**src/hw/rtl/lbrs_pkg.sv**
```systemverilog
// Shared types and constants for the bilinear remap sampler.
// Used by every module of the block but lbrs_ram; depends on nothing.
package lbrs_pkg;

  // Store geometry: 1M x 8-bit luma, split into two parity banks
  localparam int ADDR_W     = 20;
  localparam int BANK_AW    = ADDR_W - 1;
  localparam int PIX_W      = 8;
  localparam int COORD_W    = 32;
  localparam int FRAC_MAX   = 16;

  // Stream payload widths
  localparam int IN_DATA_W  = 96;
  localparam int OUT_DATA_W = 8;

  // Depth of the queue between front and back (power of two)
  localparam int QUEUE_DEPTH = 4;

  typedef enum logic {
    ACT_WRITE  = 1'b0,
    ACT_SAMPLE = 1'b1
  } action_t;

  // One classified item as it travels from the front to the back
  typedef struct packed {
    action_t             act;
    logic                oob;
    logic [ADDR_W-1:0]   addr;   // write address, or top-left tap address
    logic [PIX_W-1:0]    data;
    logic [FRAC_MAX-1:0] xf;
    logic [FRAC_MAX-1:0] yf;
  } item_t;

endpackage

```
**src/hw/rtl/lbrs_front.sv**
```systemverilog
// Front part: accepts input transactions, runs the bounds test and forms the
// top-left tap address. Depends on lbrs_pkg.
module lbrs_front import lbrs_pkg::*; #(
  parameter int IMAGE_WIDTH   = 1024,
  parameter int IMAGE_HEIGHT  = 1024,
  parameter int FRACTION_BITS = 16
) (
  input  logic                 clk,
  input  logic                 rst,
  input  logic                 s_tvalid,
  output logic                 s_tready,
  input  logic [IN_DATA_W-1:0] s_tdata,
  input  logic                 s_tuser,
  output logic                 push,
  output item_t                push_item,
  input  logic                 q_full
);

  localparam int XI_W   = $clog2(IMAGE_WIDTH);
  localparam int YI_W   = $clog2(IMAGE_HEIGHT);
  localparam int BASE_W = XI_W + YI_W;
  localparam logic [63:0] X_LIM_W = 64'(IMAGE_WIDTH - 1) << FRACTION_BITS;
  localparam logic [63:0] Y_LIM_W = 64'(IMAGE_HEIGHT - 1) << FRACTION_BITS;
  localparam logic [COORD_W-1:0] X_LIM = X_LIM_W[COORD_W-1:0];
  localparam logic [COORD_W-1:0] Y_LIM = Y_LIM_W[COORD_W-1:0];

  logic [ADDR_W-1:0]  pixel_addr;
  logic [PIX_W-1:0]   pixel_value;
  logic [COORD_W-1:0] sample_x;
  logic [COORD_W-1:0] sample_y;
  logic [XI_W-1:0]    xi;
  logic [YI_W-1:0]    yi;
  logic [BASE_W-1:0]  base;
  item_t              item_next;
  item_t              held;
  logic               held_valid;
  logic               accept;

  // Unpack the input payload
  assign pixel_addr  = s_tdata[19:0];
  assign pixel_value = s_tdata[27:20];
  assign sample_x    = s_tdata[59:28];
  assign sample_y    = s_tdata[91:60];

  // Integer parts and row-major tap address
  assign xi   = sample_x[FRACTION_BITS +: XI_W];
  assign yi   = sample_y[FRACTION_BITS +: YI_W];
  assign base = BASE_W'(yi) * BASE_W'(IMAGE_WIDTH) + BASE_W'(xi);

  // Classify the item; negative and marker coordinates fail the unsigned test
  always_comb begin
    item_next      = '0;
    item_next.act  = action_t'(s_tuser);
    item_next.data = pixel_value;
    item_next.xf   = FRAC_MAX'(sample_x[FRACTION_BITS-1:0]);
    item_next.yf   = FRAC_MAX'(sample_y[FRACTION_BITS-1:0]);
    item_next.oob  = (sample_x >= X_LIM) || (sample_y >= Y_LIM);
    if (item_next.act == ACT_WRITE) begin
      item_next.addr = pixel_addr;
      item_next.oob  = 1'b0;
    end else begin
      item_next.addr = ADDR_W'(base);
    end
  end

  // Hold one classified item until the queue takes it
  assign push     = held_valid && !q_full;
  assign s_tready = !held_valid || !q_full;
  assign accept   = s_tvalid && s_tready;
  assign push_item = held;

  always_ff @(posedge clk) begin
    if (rst) begin
      held_valid <= 1'b0;
    end else if (accept) begin
      held_valid <= 1'b1;
    end else if (push) begin
      held_valid <= 1'b0;
    end
  end

  always_ff @(posedge clk) begin
    if (accept) begin
      held <= item_next;
    end
  end

  // A stalled front keeps its item
  a_held_kept: assert property (@(posedge clk) disable iff (rst)
    held_valid && q_full |=> held_valid && $stable(held))
    else $error("front item lost while the queue was full");

endmodule

```
**config.mk**
```make
export PLATFORM = sky130hd
export DESIGN_NAME = lbrs_front
export DESIGN_NICKNAME = d
export VERILOG_FILES = /design/src/hw/rtl/lbrs_pkg.sv /design/src/hw/rtl/lbrs_front.sv
export SDC_FILE = /design/constraint.sdc
export NUM_CORES = 1
export LEC_CHECK = 0
export BUFFER_PORTS_ARGS = -buffer_cell sky130_fd_sc_hd__buf_4
export CAP_MARGIN = 10
export CORE_AREA = 8 8 82 84
export CTS_CLUSTER_DIAMETER = 40
export DETAILED_ROUTE_END_ITERATION = 10
export DIE_AREA = 0 0 90 92
export GPL_ROUTABILITY_DRIVEN = 0
export PLACE_DENSITY_LB_ADDON = 0.05
export SLEW_MARGIN = 10
export SYNTH_ARGS = -nofsm -noshare
export SYNTH_HDL_FRONTEND = slang
export SYNTH_SLANG_ARGS = --single-unit
```
**constraint.sdc**
```tcl
create_clock -name clk -period 7.2 [get_ports clk]
set_clock_uncertainty 0.2 [all_clocks]
set_input_delay 0.36 -clock clk [delete_from_list [all_inputs] [get_ports clk]]
set_output_delay 0.36 -clock clk [all_outputs]
set_load 0.02 [all_outputs]
```
==> flow_metrics.env <==
export IMPL_clock_root_buffer="clkbuf_8"
export IMPL_num_antenna_cells=0
export IMPL_numCtsBuffers=9
export IMPL_hold_slack_ns=0.0146
export IMPL_cp_slowest_cell="buf_4"
export IMPL_total_power_uw=864
export IMPL_fmax_ghz=0.581
export IMPL_worstHoldStart="s_tdata[75]"
export IMPL_cts_tree="built"
export IMPL_grt_pass1_vias=2027
export IMPL_grt_pass1_wl_mm=10.5
export IMPL_layout_nets=412
export IMPL_synth_edff_count=62
export IMPL_drc=0
export IMPL_synth_area_leaders="edfxtp_1, mux2_2, nor4_2"
export IMPL_tns_ns=0
export IMPL_syn_nets=207
export IMPL_rsz0062_at_grt="false"
export IMPL_holdPathEnd="push_item[15]"
export IMPL_worst_pin_slew_ns=0.760
export IMPL_use_met1_pct=15.9
export IMPL_clkSinkCount=63
export IMPL_synth_seq_area_share_pct=83.9
export IMPL_dp_hpwl_mm=4.83
export IMPL_std_cell_rows=27
export IMPL_grt_ovfl_total=0
export IMPL_fp_dieH_um=92
export IMPL_fp_coreArea_sq_um=5410
export IMPL_arrival_ns=1.48
export IMPL_path_clk_slew_ns=0.06
export IMPL_end_kind="flop"
export IMPL_dr_pass1_iters=4
export IMPL_drt_iter0_drc=64
export IMPL_p_leak_nw=1.73
export IMPL_ctsHoldBuffers=35
export IMPL_design_area_sq_um=4060
export IMPL_hold_depth=1
export IMPL_crit_fanout=62
export IMPL_setup_viol=0
export IMPL_critPathTopFamily="buffers and inverters"
export IMPL_slew_viol_final=0
export IMPL_use_met2_pct=29.7
export IMPL_r2r_end="push_item[16]"
export IMPL_peakVddDrop_v=0.000163
export IMPL_place_inst=337
export IMPL_synthesis_instances=106
export IMPL_setup_slack_ns=5.48
export IMPL_routed_via_density=4.55
export IMPL_yosysTopAreaCell="edfxtp_1"
export IMPL_vias=1759
export IMPL_reg2reg_slack_ns=5.48
export IMPL_synthTopCellsByCount="edfxtp_1, mux2_2"
export IMPL_hp_class="input pin to flop"
export IMPL_utilization_pct=75.1
export IMPL_yosysMostFrequentCell="edfxtp_1"
export IMPL_power_density_nw_per_um2=213
export IMPL_drive_gt1_share_pct=62.5
export IMPL_grt_max_degree=63
export IMPL_busiest_layer="met2"
export IMPL_num_io_pins=165
export IMPL_hold_viol=0
export IMPL_synth_cell_type_count=17
export IMPL_rr_startpoint="held_valid"
export IMPL_drt_wl_total_mm=7.09
export IMPL_detail_route_antenna_nets=0
export IMPL_grtUsageTotal_pct=16.6
export IMPL_syn2layout_area_growth_pct=81.0
export IMPL_async_flop_share_pct=0
export IMPL_port_buffers=160
export IMPL_pre_cts_ws_ns=5.29
export IMPL_ys_ff_latch=63
export IMPL_placed_cell_area_sq_um=3530
export IMPL_antenna_found_initial=0
export IMPL_chipWidth_um=90
export IMPL_yosysTopAreaCellShare_pct=83.0
export IMPL_layout_min_cycle_time_ns=1.72
export IMPL_worstPathRequired_ns=6.96
export IMPL_clockBufferDepth=2
export IMPL_synth_flop_cell="edfxtp_1"
export IMPL_critical_path_class="flop to flop"
export IMPL_avgSynthCellArea_sq_um=21.2
export IMPL_drv_cap=0
export IMPL_cp_cell_sequence="nand2_1 -> and2_2 -> buf_4"
export IMPL_fin_cells=387
export IMPL_r2r_cells=3
export IMPL_cts_repair_resized=0
export IMPL_dieArea_sq_um=8280
export IMPL_max_slew_margin_pct=49.3
export IMPL_slowest_delay_ns=0.61
export IMPL_ys_warn_count=0
export IMPL_worstSetupStartpointType="flop"
export IMPL_run_status="completed"
export IMPL_netlist_area_sq_um=2240
export IMPL_clk_latency_ns=0.32
export IMPL_start_util_pct=41.5
export IMPL_fin_crit_sh_pct=23.9
export IMPL_critPathBufInv=1
export IMPL_wl_per_cell_um=18.3
export IMPL_grt_met3_usage_pct=7.50
export IMPL_h_tree_depth=3
export IMPL_postCtsSetupBuffers=0
[cell type report]
| cell class | instances | area (sq um) |
|---|---|---|
| Clock buffer | 9 | 124 |
| Timing Repair Buffer | 196 | 1560 |
| Multi-Input combinational cell | 40 | 349 |
| Sequential cell | 63 | 1880 |
| Tap cell | 72 | 90.1 |
| Fill cell | 388 | 1350 |
| Inverter | 1 | 3.75 |
| Clock inverter | 6 | 52.6 |
[worst register-to-register path, stage by stage, from the launching register on]
cell and delay [ns]:
dfxtp_1 0.32, nand2_1 0.07, and2_2 0.14, buf_4 0.61
[metal layers]
layer / vias up / share of wire, %
met5: - / 0
met4: 0 / 2.1
met3: 13 / 9.6
met2: 101 / 52
met1: 812 / 36
li1: 833 / -
[flip-flops by register name, summed over array words and instances, names as in the netlist]
name and flops:
push_item 62, held_valid 1
[worst max-delay path by stage]
stage / start / end / slack [ns] / cells after the start
6_report: held_valid / push_item[16] / 5.48 / 3
3_5_place_dp: q_full / push_item[31] / 5.29 / 4
4_1_cts: held_valid / push_item[21] / 5.47 / 3
5_1_grt: held_valid / push_item[21] / 5.40 / 3
2_1_floorplan: q_full / push_item[0] / 4.53 / 2
3_3_place_gp: q_full / push_item[22] / 5.32 / 4
[cells in the final DEF (no fill, tap or decap)]
cell type / instances
bufinv_16: 1
and2_2: 1
nand4_1: 3
clkinv_1: 2
a221o_1: 1
buf_4: 161
o21ai_0: 1
a21oi_1: 1
nor4_1: 1
nor2_1: 2
clkbuf_8: 9
inv_1: 1
edfxtp_1: 62
clkinv_2: 3
nor3_1: 1
dlygate4sd3_1: 35
nand3_1: 3
nand2_1: 3
dfxtp_1: 1
nor2b_1: 1
mux2_2: 19
nor4_2: 3
[cells by family after synthesis]
| logic type | count (synthesis) | synth area share (%) |
|---|---|---|
| buf+inv | 3 | 0.613 |
| mux | 19 | 9.54 |
| compound gates | 3 | 0.892 |
| flops | 63 | 83.9 |
| simple gates | 18 | 5.08 |
[power by group]
group / switching, mW / leakage (nW) / total, mW / internal, mW
clock network: 0.127 / 0.0937 / 0.281 / 0.154
registers: 0.00635 / 0.608 / 0.437 / 0.431
logic: 0.0651 / 1.03 / 0.145 / 0.0803
Power figures use the tool's default switching activity.
