===== config.mk =====
export PLATFORM = sky130hd
export DESIGN_NAME = lbrs_queue
export DESIGN_NICKNAME = d
export VERILOG_FILES = /design/src/hw/rtl/lbrs_pkg.sv /design/src/hw/rtl/lbrs_queue.sv
export SDC_FILE = /design/constraint.sdc
export NUM_CORES = 1
export LEC_CHECK = 0
export BUFFER_PORTS_ARGS = -buffer_cell sky130_fd_sc_hd__buf_2
export CAP_MARGIN = 25
export CELL_PAD_IN_SITES_DETAIL_PLACEMENT = 0
export CELL_PAD_IN_SITES_GLOBAL_PLACEMENT = 1
export CORE_MARGIN = 2
export CORE_UTILIZATION = 55
export CTS_BUF_LIST = sky130_fd_sc_hd__clkbuf_8
export CTS_CLUSTER_DIAMETER = 50
export DETAILED_ROUTE_END_ITERATION = 10
export GPL_TIMING_DRIVEN = 0
export PLACE_DENSITY = 0.92
export SLEW_MARGIN = 20
export SYNTH_ARGS = -nofsm -noshare
export SYNTH_HDL_FRONTEND = slang
export SYNTH_SLANG_ARGS = --single-unit

===== constraint.sdc =====
create_clock -name clk -period 7.8 [get_ports clk]
set_clock_uncertainty 0.1 [all_clocks]
set_input_delay 1.56 -clock clk [delete_from_list [all_inputs] [get_ports clk]]
set_output_delay 1.56 -clock clk [all_outputs]
set_load 0.01 [all_outputs]

===== src/hw/rtl/lbrs_pkg.sv =====
// Shared types and constants for the bilinear remap sampler.
// Used by every module of the block but lbrs_ram; depends on nothing.
package lbrs_pkg;

  // Store geometry: 1M x 8-bit luma, split into two parity banks
  localparam int ADDR_W     = 20;
  localparam int BANK_AW    = ADDR_W - 1;
  localparam int PIX_W      = 8;
  localparam int COORD_W    = 32;
  localparam int FRAC_MAX   = 16;

  // Stream payload widths
  localparam int IN_DATA_W  = 96;
  localparam int OUT_DATA_W = 8;

  // Depth of the queue between front and back (power of two)
  localparam int QUEUE_DEPTH = 4;

  typedef enum logic {
    ACT_WRITE  = 1'b0,
    ACT_SAMPLE = 1'b1
  } action_t;

  // One classified item as it travels from the front to the back
  typedef struct packed {
    action_t             act;
    logic                oob;
    logic [ADDR_W-1:0]   addr;   // write address, or top-left tap address
    logic [PIX_W-1:0]    data;
    logic [FRAC_MAX-1:0] xf;
    logic [FRAC_MAX-1:0] yf;
  } item_t;

endpackage


===== src/hw/rtl/lbrs_queue.sv =====
// Short queue of classified items between the front and the back.
// Depends on lbrs_pkg for item_t and QUEUE_DEPTH.
module lbrs_queue import lbrs_pkg::*; (
  input  logic  clk,
  input  logic  rst,
  input  logic  push,
  input  item_t push_item,
  output logic  full,
  input  logic  pop,
  output item_t pop_item,
  output logic  empty
);

  localparam int PTR_W = $clog2(QUEUE_DEPTH);
  localparam int CNT_W = $clog2(QUEUE_DEPTH + 1);

  item_t            slots [QUEUE_DEPTH];
  logic [PTR_W-1:0] wr_ptr;
  logic [PTR_W-1:0] rd_ptr;
  logic [CNT_W-1:0] count;

  assign full     = (count == CNT_W'(QUEUE_DEPTH));
  assign empty    = (count == '0);
  assign pop_item = slots[rd_ptr];

  // Advance pointers and occupancy
  always_ff @(posedge clk) begin
    if (rst) begin
      wr_ptr <= '0;
      rd_ptr <= '0;
      count  <= '0;
    end else begin
      if (push) begin
        wr_ptr <= wr_ptr + 1'b1;
      end
      if (pop) begin
        rd_ptr <= rd_ptr + 1'b1;
      end
      if (push && !pop) begin
        count <= count + 1'b1;
      end else if (pop && !push) begin
        count <= count - 1'b1;
      end
    end
  end

  always_ff @(posedge clk) begin
    if (push) begin
      slots[wr_ptr] <= push_item;
    end
  end

  a_no_overflow: assert property (@(posedge clk) disable iff (rst)
    !(push && full && !pop))
    else $error("queue written while full");

  a_no_underflow: assert property (@(posedge clk) disable iff (rst)
    !(pop && empty))
    else $error("queue read while empty");

endmodule


==> results of run 1 <==
logic make-up after synthesis:
family,Yosys count
xor+xnor,5
flops,257
fa+ha+maj,6
simple gates,15
compound gates,2
mux,64
buf+inv,19
how the worst max path moves through the flow:
stage	start	to	slack, ns	cells after the start
after floorplan	push	slots[0][0]$_DFFE_PP_	4.25	1
after global placement	push	slots[0][49]$_DFFE_PP_	3.03	2
after detailed placement	flip-flop	pop_item[35]	4.53	4
after CTS	flip-flop	pop_item[39]	3.96	4
after global routing	flip-flop	pop_item[39]	3.89	4
final	flip-flop	pop_item[29]	4.05	4
metrics by stage:
| step | cells | setup slack, ns | hold WS (ns) |
|---|---|---|---|
| 6_report | 796 | 4.05 | 0.426 |
| 3_5_place_dp | 720 | 4.53 | 0.416 |
| 4_1_cts | 794 | 3.96 | 0.433 |
| 2_1_floorplan | 368 | 4.25 | 0.366 |
| 5_1_grt | 795 | 3.89 | 0.472 |
| 3_3_place_gp | 716 | 3.03 | 0.380 |
per-layer routing:
layer  share of wire  routed length, µm  GRT usage  vias up
li1                -                  -          -     1926
met1            0.39               6210      0.223     2251
met2            0.52               8240      0.309      159
met3           0.069               1090     0.0514       29
met4           0.021                341     0.0619        0
met5               0                  0          0        -
state kept, by name, summed over array words and instances, names as in the netlist, named ones only:
register,cells
slots,248
wr_ptr,2
rd_ptr,2
count,3
cells in the mapped netlist:
library cell / instances / share of area
sky130_fd_sc_hd__edfxtp_1: 248 / 0.79
sky130_fd_sc_hd__mux4_2: 60 / 0.14
sky130_fd_sc_hd__dfxtp_1: 9 / 0.019
sky130_fd_sc_hd__nor2_1: 7 / 0.0028
sky130_fd_sc_hd__buf_12: 6 / 0.013
sky130_fd_sc_hd__buf_2: 6 / 0.0032
sky130_fd_sc_hd__ha_1: 5 / 0.0066
sky130_fd_sc_hd__and2_1: 4 / 0.0026
sky130_fd_sc_hd__inv_1: 4 / 0.0016
sky130_fd_sc_hd__xor2_1: 3 / 0.0028
sky130_fd_sc_hd__clkbuf_1: 2 / 0.00080
sky130_fd_sc_hd__mux2i_1: 2 / 0.0021
sky130_fd_sc_hd__mux4_1: 2 / 0.0056
sky130_fd_sc_hd__xnor2_1: 2 / 0.0019
sky130_fd_sc_hd__a21oi_1: 1 / 0.00053
sky130_fd_sc_hd__buf_6: 1 / 0.0012
sky130_fd_sc_hd__fa_1: 1 / 0.0021
sky130_fd_sc_hd__nand2_1: 1 / 0.00040
sky130_fd_sc_hd__nor3_1: 1 / 0.00053
sky130_fd_sc_hd__nor3b_1: 1 / 0.00080
sky130_fd_sc_hd__o21ai_0: 1 / 0.00053
sky130_fd_sc_hd__or3_1: 1 / 0.00066
worst max-delay path, delay by kind of cell (launching register included):
family	cells	cell delay, ns
buf+inv	3	0.90
flops	1	0.30
mux	1	0.37
power by group:
part           switching [µW]  internal (µW)
clock network             478            492
registers                17.8           1590
logic                     157            147
area by class of cell:
class / instances / area, µm²
clock inverter: 33 / 143
fill: 1101 / 5540
sequential: 257 / 7630
antenna: 2 / 5.00
clock buffer: 41 / 564
timing repair buffer: 132 / 721
multi-input combinational: 92 / 1640
buffer: 15 / 169
inverter: 4 / 15.0
tap: 220 / 275
==> results.txt, run 1 <==
- Final setup violation count: 0
- For the worst setup path, the data arrival time is 2.09 ns.
* Flip-flop and latch count after synthesis: 257
- The routed design has 15900 µm of wire.
* Antenna violations before repair: 2
* Setup total negative slack: 0 ns
- Worst reg2reg path startpoint: wr_ptr[0]$_SDFFE_PP0P_
- Initial cell density of the core: 0.566
- Max-cap violations in this run came to 0.
- In this run the critical register-to-register path is captured at slots[2][59]$_DFFE_PP_.
- Die Footprint: 0.0182 mm²
- The clock period could shrink to 3.75 ns.
- The first detailed-routing pass ran for 4 iterations.
- Counting every instance in the synthesized netlist gives 368.
* Most common cell after layout, fill and taps aside: sky130_fd_sc_hd__edfxtp_1
- A synthesized cell averages 25.7 µm².
- Sequential area share after synthesis: 0.808
* Gp weighted congestion: 0.729
- Sink count of the clock tree: 257
* Clock-pin transition on the worst setup and hold timing paths: 0.06 ns
* Fraction of synthesized area in multiplexers: 0.151
* End-of-flow core utilization: 0.668
- The max-slew violation count is 0.
- Once detail routing completed, the nets flagged for antenna violations numbered 0.
* Max stage delay cell, worst path: sky130_fd_sc_hd__clkbuf_1
- Post-CTS Hold Buffers: 0
- CP Cell Sequence: clkbuf_1 > buf_2 > mux4_2 > buf_2
- TritonCTS built the clock tree.
- Kind of start point of the critical path: flip-flop
* Tightest Pin Transition: 0.483 ns
* Leak pwr: 0.00387 µW
* Initial detailed-routing violation count: 242
- Overall global routing resource usage: 0.180
* Post-Synthesis Net Count: 440
- Leading cell types in the layout, fill and taps excluded: sky130_fd_sc_hd__edfxtp_1, sky130_fd_sc_hd__buf_2, sky130_fd_sc_hd__mux4_2, sky130_fd_sc_hd__clkbuf_8, sky130_fd_sc_hd__inv_1
- Dividing the detail-routed via count by the number of cells gives 5.48.
- Area after detailed placement: 0.0105 mm²
- Total I/O pin count: 130
* Final Cell Area: 0.0112 mm²
* Result of the run: finished clean
- Derived from the worst setup path, the maximum achievable clock frequency is 267 MHz.
- Max rail drop VDD: 0.000167 V
- The number of endpoints with negative hold slack in the final report came to 0.
* # Post-CTS Setup Buffers: 0
- The min-delay analysis places its worst path in the category reg -> reg.
* Number of cells on the worst hold path: 2
- In this run the power density over the cells is 258 mW/mm².
- Share of final-layout standard cells stronger than drive strength 1: 0.455
- The floorplan step defined a core boundary enclosing 0.0167 mm².
* Max FO, Critical Path: 10
- The number of cells on the worst reg-to-reg path is 4.
* PostCTS Resize Cnt: 0
- The compound-gate portion of the synthesized area came to 0.00106.
* Maximum clock insertion buffer count: 3
- Buffers placed on the I/O ports in this run total 128.
- The first global-routing pass estimated 24400 µm of wire.
- The number of global-route vias before repair was 4526.
- The HPWL after detailed placement is 9920 µm.
- Number of H-tree branching levels: 2
- Unrepaired setup endpoints after global routing: no
- After detailed routing, the average wire length per cell comes to 19.9 µm.
- For flop-to-flop paths, the worst setup slack is 6.01 ns.
- Total via count after detailed routing: 4365
- Counting distinct cell types in the post-synthesis netlist gives 22.
* Number of warning messages in the yosys log: 0
- Post-layout nets: 614
- Sum of overflow across all layers after global routing: 0
* Vertical die dimension: 135 µm
* Fraction of the mapped netlist area in simple logic gates: 0.00782
* Insertion delay of the later-clocked pin in the worst-skew pair: 0.51 ns
* Critical path endpoint category: output port
- The mapped netlist covers 0.00945 mm².
- Maximum cell stage delay along the critical path: 0.37 ns
- Worst setup path class: reg -> out
- Syn-to-layout area delta: 18.2%
- The startpoint identified for the worst hold timing path is rd_ptr[1]$_SDFFE_PP0P_.
* Chip width: 135 µm
- Buffer type at the clock tree root: sky130_fd_sc_hd__clkbuf_8
- DRC violations left: 0
- Maximum number of pins on one net before global-route repair: 37
- CTS buffer count: 40
- Relative max-transition margin: 0.678
- Data required time at the worst endpoint: 6.14 ns
- Cell type with the highest occurrence count on the critical path: sky130_fd_sc_hd__buf_2
- In the finished design, the share of the clock period the worst path needs comes to 0.481.
- Post-synthesis share of cell area spent on full adders, half adders and majority gates: 0.00874
- Combinational family with the most area after synthesis: multiplexers
- Total power draw: 2880 µW
* Core Rows: 47
- XOR/XNOR share of the synthesized area: 0.00464
Note: power is estimated with default switching activity, not from simulation.
==> inputs of run 2 (changes only) <==
--- a/config.mk
+++ b/config.mk
@@ -10,12 +10,12 @@
 export CELL_PAD_IN_SITES_DETAIL_PLACEMENT = 0
 export CELL_PAD_IN_SITES_GLOBAL_PLACEMENT = 1
 export CORE_MARGIN = 2
-export CORE_UTILIZATION = 55
+export CORE_UTILIZATION = 47
 export CTS_BUF_LIST = sky130_fd_sc_hd__clkbuf_8
 export CTS_CLUSTER_DIAMETER = 50
 export DETAILED_ROUTE_END_ITERATION = 10
 export GPL_TIMING_DRIVEN = 0
-export PLACE_DENSITY = 0.92
+export PLACE_DENSITY = 0.85
 export SLEW_MARGIN = 20
 export SYNTH_ARGS = -nofsm -noshare
 export SYNTH_HDL_FRONTEND = slang
==> constraint.sdc (replaced) <==
create_clock -name clk -period 3 [get_ports clk]
set_clock_uncertainty 0.1 [all_clocks]
set_input_delay 0.6 -clock clk [delete_from_list [all_inputs] [get_ports clk]]
set_output_delay 0.6 -clock clk [all_outputs]
set_load 0.01 [all_outputs]
==> run 2 against run 1 <==
Sequential power rose to 2.6 times the previous value. Setup slack worse by 3.9 ns. Via count down 1.0%. Cell count up 5.5%. Register-to-register slack worse by 4.8 ns. First-iteration DRC count down 34%. Design area up 0.73%. Count of clock-buffer cells in the layout up 4. Clock power rose to 2.7 times the previous value. Critical path type unchanged. Critical endpoint is now pop_item[45]. Highest routed layer unchanged.
==> results.txt, run 2 (synthesized netlist as in run 1, its figures left out) <==
- Unrepaired setup endpoints after global routing: no
* Share of final-layout standard cells stronger than drive strength 1: 0.448
- Relative max-transition margin: 0.644
- For the worst setup path, the data arrival time is 2.16 ns.
* Maximum number of pins on one net before global-route repair: 33
- Along the worst hold path, the cell count comes to 1.
- Post-Route WL: 16400 µm
- Syn-to-layout area delta: 19.0%
- Maximum clock insertion buffer count: 3
- Final setup violation count: 0
- Worst setup path class: reg -> out
- The clock tree synthesis step divided the H-tree into 2 levels.
* Vias in the first global route: 4747
- Min-delay src: push_item[46]
* Cell area power density: 674 mW/mm²
* Tmin final: 2.86 ns
- IO buf count: 128
- Leading cell types in the layout, fill and taps excluded: sky130_fd_sc_hd__edfxtp_1, sky130_fd_sc_hd__buf_2, sky130_fd_sc_hd__mux4_2, sky130_fd_sc_hd__clkbuf_8, sky130_fd_sc_hd__inv_1
- Leak pwr: 0.00388 µW
- The max-slew violation count was 0.
* Overall global routing resource usage: 0.157
- Pre-CTS setup slack: 0.613 ns
- Sum of overflow across all layers after global routing: 0
- The later pin in the worst-skew pair is clocked with a latency of 0.52 ns.
- Depth of the worst register-to-register path: 4
- Registers with the most flip-flops: slots x248, count x3
* PostCTS Resize Cnt: 0
- The design draws 7570 µW.
- CTS tree: done
* Total via count after detailed routing: 4321
- STA classifies the critical path startpoint as a flip-flop.
- Summed over all failing endpoints, the final setup total negative slack is 0 ns.
- The number of endpoints with negative hold slack in the final report came to 0.
- Vertical die dimension: 146 µm
- The register with the most flip-flops in the final layout is slots.
* Result of the run: finished clean
- The first global-routing pass estimated 25700 µm of wire.
* Area inside the core boundary: 0.0196 mm²
* TritonRoute pass-1 iters: 4
* Total I/O pin count: 130
- Number of flip-flops in the largest register: 248
- Post-CTS timing repair inserted 0 buffers for setup.
- Gp weighted congestion: 0.692
- Max Fclk: 350 MHz
- Most common cell after layout, fill and taps aside: sky130_fd_sc_hd__edfxtp_1
* Sink count of the clock tree: 257
- Buffer type at the clock tree root: sky130_fd_sc_hd__clkbuf_8
- Dividing the final minimum period by the clock period gives 0.953.
- Counting the fill cells in the layout gives 1452.
- Clock-pin transition on the worst setup and hold timing paths: 0.06 ns
* Crit path setup slack, layout: 0.142 ns
* Post-route insts no fill: 840
* Chip width: 146 µm
* Tightest Pin Transition: 0.534 ns
- TritonCTS created 42 clock buffers.
- Data required time at the worst endpoint: 2.30 ns
- The initialized floorplan defines 51 standard-cell rows.
- After detailed routing, the number of remaining DRC violations is 0.
- Initial detailed-routing violation count: 160
- Hold timing on the final database bottoms out at a slack of 0.197 ns.
- Detailed placement finished with a half-perimeter wire length of 10200 µm.
- VDD sags by at most 0.000406 V.
- Max FO, Critical Path: 10
* Die Footprint: 0.0212 mm²
- The min-delay analysis places its worst path in the category in -> reg.
- Post-CTS Hold Buffers: 0
* Post-route antenna net violation count: 0
- After detailed routing, the average wire length per cell comes to 19.5 µm.
* Post-layout nets: 616
- The startpoint identified for the worst register-to-register timing path is wr_ptr[0]$_SDFFE_PP0P_.
- Mean number of vias per cell: 5.14
- Cells after DPL: 765
- The worst setup path is captured at an output port.
- The initial utilization of the core area, before any placement, comes to 0.482.
- Total of max-cap violations: 0
* Antenna violations before repair: 1
-- run 2: cell count changes in the layout (fill, tap and decap cells not counted), sizes merged --
| cell | change |
|---|---|
| clkinvlp | -1 |
| diode | -1 |
| clkinv | -4 |
| inv | +1 |
| clkbuf | +4 |
-- run 2: per-layer routing --
layer	global-route usage	wire length (µm)	vias to the layer above
li1	-	-	1920
met5	0	0	-
met1	0.204	6770	2233
met3	0.0461	989	30
met4	0.0510	308	0
met2	0.257	8300	138
-- run 2: power breakdown --
group          internal [µW]  leakage [µW]  switching (µW)  total [µW]
clock                   1370      0.000425            1240        2620
combinational            382       0.00111             409         791
sequential              4120       0.00235            45.1        4170
-- run 2: cell type report --
type                       count  area, µm²  area share
tap                          265        332      0.0295
inverter                       4       15.0     0.00134
multi-input combinational     92       1640       0.146
clock inverter                29        115      0.0102
antenna                        1       2.50    0.000223
clock buffer                  45        619      0.0551
sequential                   257       7630       0.678
timing repair buffer         132        721      0.0641
buffer                        15        169      0.0150
-- run 2: path summary, 6_finish.rpt --
path	end	slack, ns
setup / recovery	pop_item[45]	0.14
hold / removal	slots[2][46]$_DFFE_PP_	0.20
setup reg to reg	slots[2][37]$_DFFE_PP_	1.19
hold reg to reg	count[2]$_SDFFE_PP0P_	0.42
-- run 2: through the flow --
step	utilization	cell area [µm²]
after floorplan	-	9450
after global placement	0.532	10400
after detailed placement	0.536	10500
after CTS	0.574	11200
after global routing	0.574	11200
final	0.574	11200
-- run 2: critical path, cell delays in order (launching register included) --
cell and delay (ns):
sky130_fd_sc_hd__dfxtp_1 0.30, sky130_fd_sc_hd__clkbuf_1 0.42, sky130_fd_sc_hd__buf_2 0.38, sky130_fd_sc_hd__mux4_2 0.38, sky130_fd_sc_hd__buf_2 0.16
==> inputs of run 3 (changes only) <==
--- a/config.mk
+++ b/config.mk
@@ -13,9 +13,11 @@
 export CORE_UTILIZATION = 47
 export CTS_BUF_LIST = sky130_fd_sc_hd__clkbuf_8
 export CTS_CLUSTER_DIAMETER = 50
+export CTS_CLUSTER_SIZE = 12
 export DETAILED_ROUTE_END_ITERATION = 10
 export GPL_TIMING_DRIVEN = 0
 export PLACE_DENSITY = 0.85
+export REMOVE_ABC_BUFFERS = 1
 export SLEW_MARGIN = 20
 export SYNTH_ARGS = -nofsm -noshare
 export SYNTH_HDL_FRONTEND = slang
==> constraint.sdc (replaced) <==
create_clock -name clk -period 2.6 [get_ports clk]
set_clock_uncertainty 0.1 [all_clocks]
set_input_delay 0.52 -clock clk [delete_from_list [all_inputs] [get_ports clk]]
set_output_delay 0.52 -clock clk [all_outputs]
set_load 0.01 [all_outputs]
==> run 3 against run 2 <==
Via count shrank 0.51%. Clock power shrank 9.2%. Highest routed layer unchanged. First-iteration DRC count grew 19%. Cell count shrank 3.2%. Die area is the same.
==> results.txt, run 3 (synthesized netlist as in run 1, its figures left out) <==
- The flow ran to the end, and the final reports show no timing, DRC or antenna violations.
- Clock tree synthesis selected as its root buffer the cell sky130_fd_sc_hd__clkbuf_8.
* Final setup violation count: 0
- Post-layout nets: 603
* GR Util met1: 0.217
- TritonCTS built the clock tree.
* Antenna diode count: 0
* GR peak layer: met2
- Summed over all layers, the global routing overflow is 0.
- Die Footprint: 0.0212 mm²
* Tightest Pin Transition: 0.417 ns
* Data required time at the worst endpoint: 1.98 ns
- Using the TritonRoute via totals, the vias-per-cell ratio works out to 5.29.
- The final route contains 4299 vias.
* TritonRoute pass-1 iters: 4
- In the global route stage, met3 resource usage came out at 0.0335.
- Most flop-heavy register: slots
* Gp weighted congestion: 0.705
* Registers with the most flip-flops: slots x248, count x3
- Summing all flip-flop and latch instances after layout gives 0.00763 mm².
- The register with the most flip-flops in the layout has 248 of them.
* Total of max-cap violations: 0
- Capturing instance or port of the critical path: pop_item[16]
- Initial detailed-routing violation count: 190
* Filler instances: 1463
- Max Fclk: 393 MHz
- In the final routed layout, each cell accounts on average for 21.6 µm.
- The worst register-to-register path begins at wr_ptr[0]$_SDFFE_PP0P_.
- Vertical die dimension: 146 µm
* Critical path endpoint category: output port
- Clock tree synthesis inserted a total of 28 buffers.
- Worst setup path class: reg -> out
- Crit share post-route: 0.978
- The min-delay analysis places its worst path in the category in -> reg.
- Area taken by multi-input logic gates: 0.00164 mm²
* Post-Route WL: 17500 µm
- Leak pwr: 0.00380 µW
* Vias in the first global route: 4691
- First-pass GRT wire length: 26500 µm
- Depth of the worst register-to-register path: 4
* Unrepaired setup endpoints after global routing: yes
* Initial cell density of the core: 0.482
- Tmin final: 2.54 ns
* Max rail drop VDD: 0.000458 V
- Detailed placement finished with a half-perimeter wire length of 9670 µm.
- At the worst endpoint, the arrival time is 1.92 ns.
- Share of final-layout standard cells stronger than drive strength 1: 0.458
* Number of hold violations in the final report: 0
- Clock-pin slew was measured on the worst setup and hold paths at 0.08 ns.
* Core Rows: 51
- Entering global routing, the biggest net connects 42 pins.
- Total I/O pin count: 130
- Relative max-transition margin: 0.722
- End-of-flow core utilization: 0.571
- The worst hold path begins at push_item[31].
* Chip width: 146 µm
- Insertion delay of the later-clocked pin in the worst-skew pair: 0.55 ns
- The clock passes through at most 3 buffers.
* FF-to-FF End: slots[2][4]$_DFFE_PP_
- Sink count of the clock tree: 257
* Area inside the core boundary: 0.0196 mm²
- IO buf count: 129
* Number of H-tree branching levels: 1
- Leading cell types in the layout, fill and taps excluded: sky130_fd_sc_hd__edfxtp_1, sky130_fd_sc_hd__buf_2, sky130_fd_sc_hd__mux4_2, sky130_fd_sc_hd__clkbuf_8, sky130_fd_sc_hd__inv_1
- Across all register-to-register paths, the minimum setup slack is 0.84 ns.
- The area growth from synthesis to layout is 18.4%.
- Antenna violations before repair: 0
* Post-route antenna net violation count: 0
- Final max-slew violation count: 0
- Cell area power density: 731 mW/mm²
- For this run, design rule violations remaining after detail routing come to 0.
- Summing internal, switching and leakage power gives 8180 µW.
- Most common cell after layout, fill and taps aside: sky130_fd_sc_hd__edfxtp_1
* Max FO, Critical Path: 9
* Met2 track demand over resource in global routing: 0.277
- The worst setup path is launched from a flip-flop.
- Overall global routing resource usage: 0.162
run 3: stage by stage:
| stage | worst slack [ns] | hold slack [ns] | std cells | TNS [ns] | instance area (µm²) |
|---|---|---|---|---|---|
| after global placement | -2.63 | 0.386 | 747 | -461.25 | 10300 |
| after floorplan | -1.40 | 0.360 | 353 | -82.63 | 9280 |
| final | 0.0573 | 0.0826 | 813 | 0 | 11200 |
| after global routing | -0.0290 | 0.0455 | 813 | -0.411 | 11200 |
| after detailed placement | 0.0836 | 0.396 | 753 | 0 | 10400 |
| after CTS | -0.00492 | 0.0372 | 804 | -0.00492 | 11000 |
run 3: timing repair:
item | CTS | global route
buffers inserted | 3 | 4
cloned | 1 | 5
hold buffers | 0 | 0
endpoints found under the setup margin | 62 | 38
endpoints found under the hold margin | 0 | 0
resized for setup | 6 | 6
run 3: how the worst min path moves through the flow:
stage | end | slack, ns | cells past startpoint
after floorplan | count[2]$_SDFFE_PP0P_ | 0.36 | 2
after detailed placement | count[2]$_SDFFE_PP0P_ | 0.40 | 2
after global routing | slots[0][8]$_DFFE_PP_ | 0.05 | 1
after global placement | count[2]$_SDFFE_PP0P_ | 0.39 | 2
after CTS | slots[2][49]$_DFFE_PP_ | 0.04 | 1
final | slots[0][31]$_DFFE_PP_ | 0.08 | 1
run 3: metal layers:
layer | share of wire | wire (µm) | up-vias
met3 | 0.049 | 851 | 31
met1 | 0.42 | 7400 | 2252
met5 | 0 | 0 | -
met2 | 0.51 | 8930 | 129
met4 | 0.021 | 365 | 0
li1 | - | - | 1887
run 3: area by class of cell:
| cell class | instances | area share |
|---|---|---|
| clock inverters | 18 | 0.00817 |
| inverters | 4 | 0.00134 |
| well taps | 265 | 0.0296 |
| repair buffers | 148 | 0.0963 |
| flip-flops and latches | 257 | 0.683 |
| clock buffers | 29 | 0.0357 |
| multi-input cells | 92 | 0.146 |
run 3: power breakdown:
group	leakage, µW	switching [µW]	internal [µW]
logic	0.00117	501	499
clock network	0.000279	1330	1050
registers	0.00235	56.2	4750
total	0.00380	1890	6290
run 3: worst max-delay path: stages, from the launching register on:
cell and delay (ns):
sky130_fd_sc_hd__dfxtp_4 0.38, sky130_fd_sc_hd__buf_12 0.15, sky130_fd_sc_hd__buf_16 0.17, sky130_fd_sc_hd__mux4_2 0.53, sky130_fd_sc_hd__buf_6 0.14
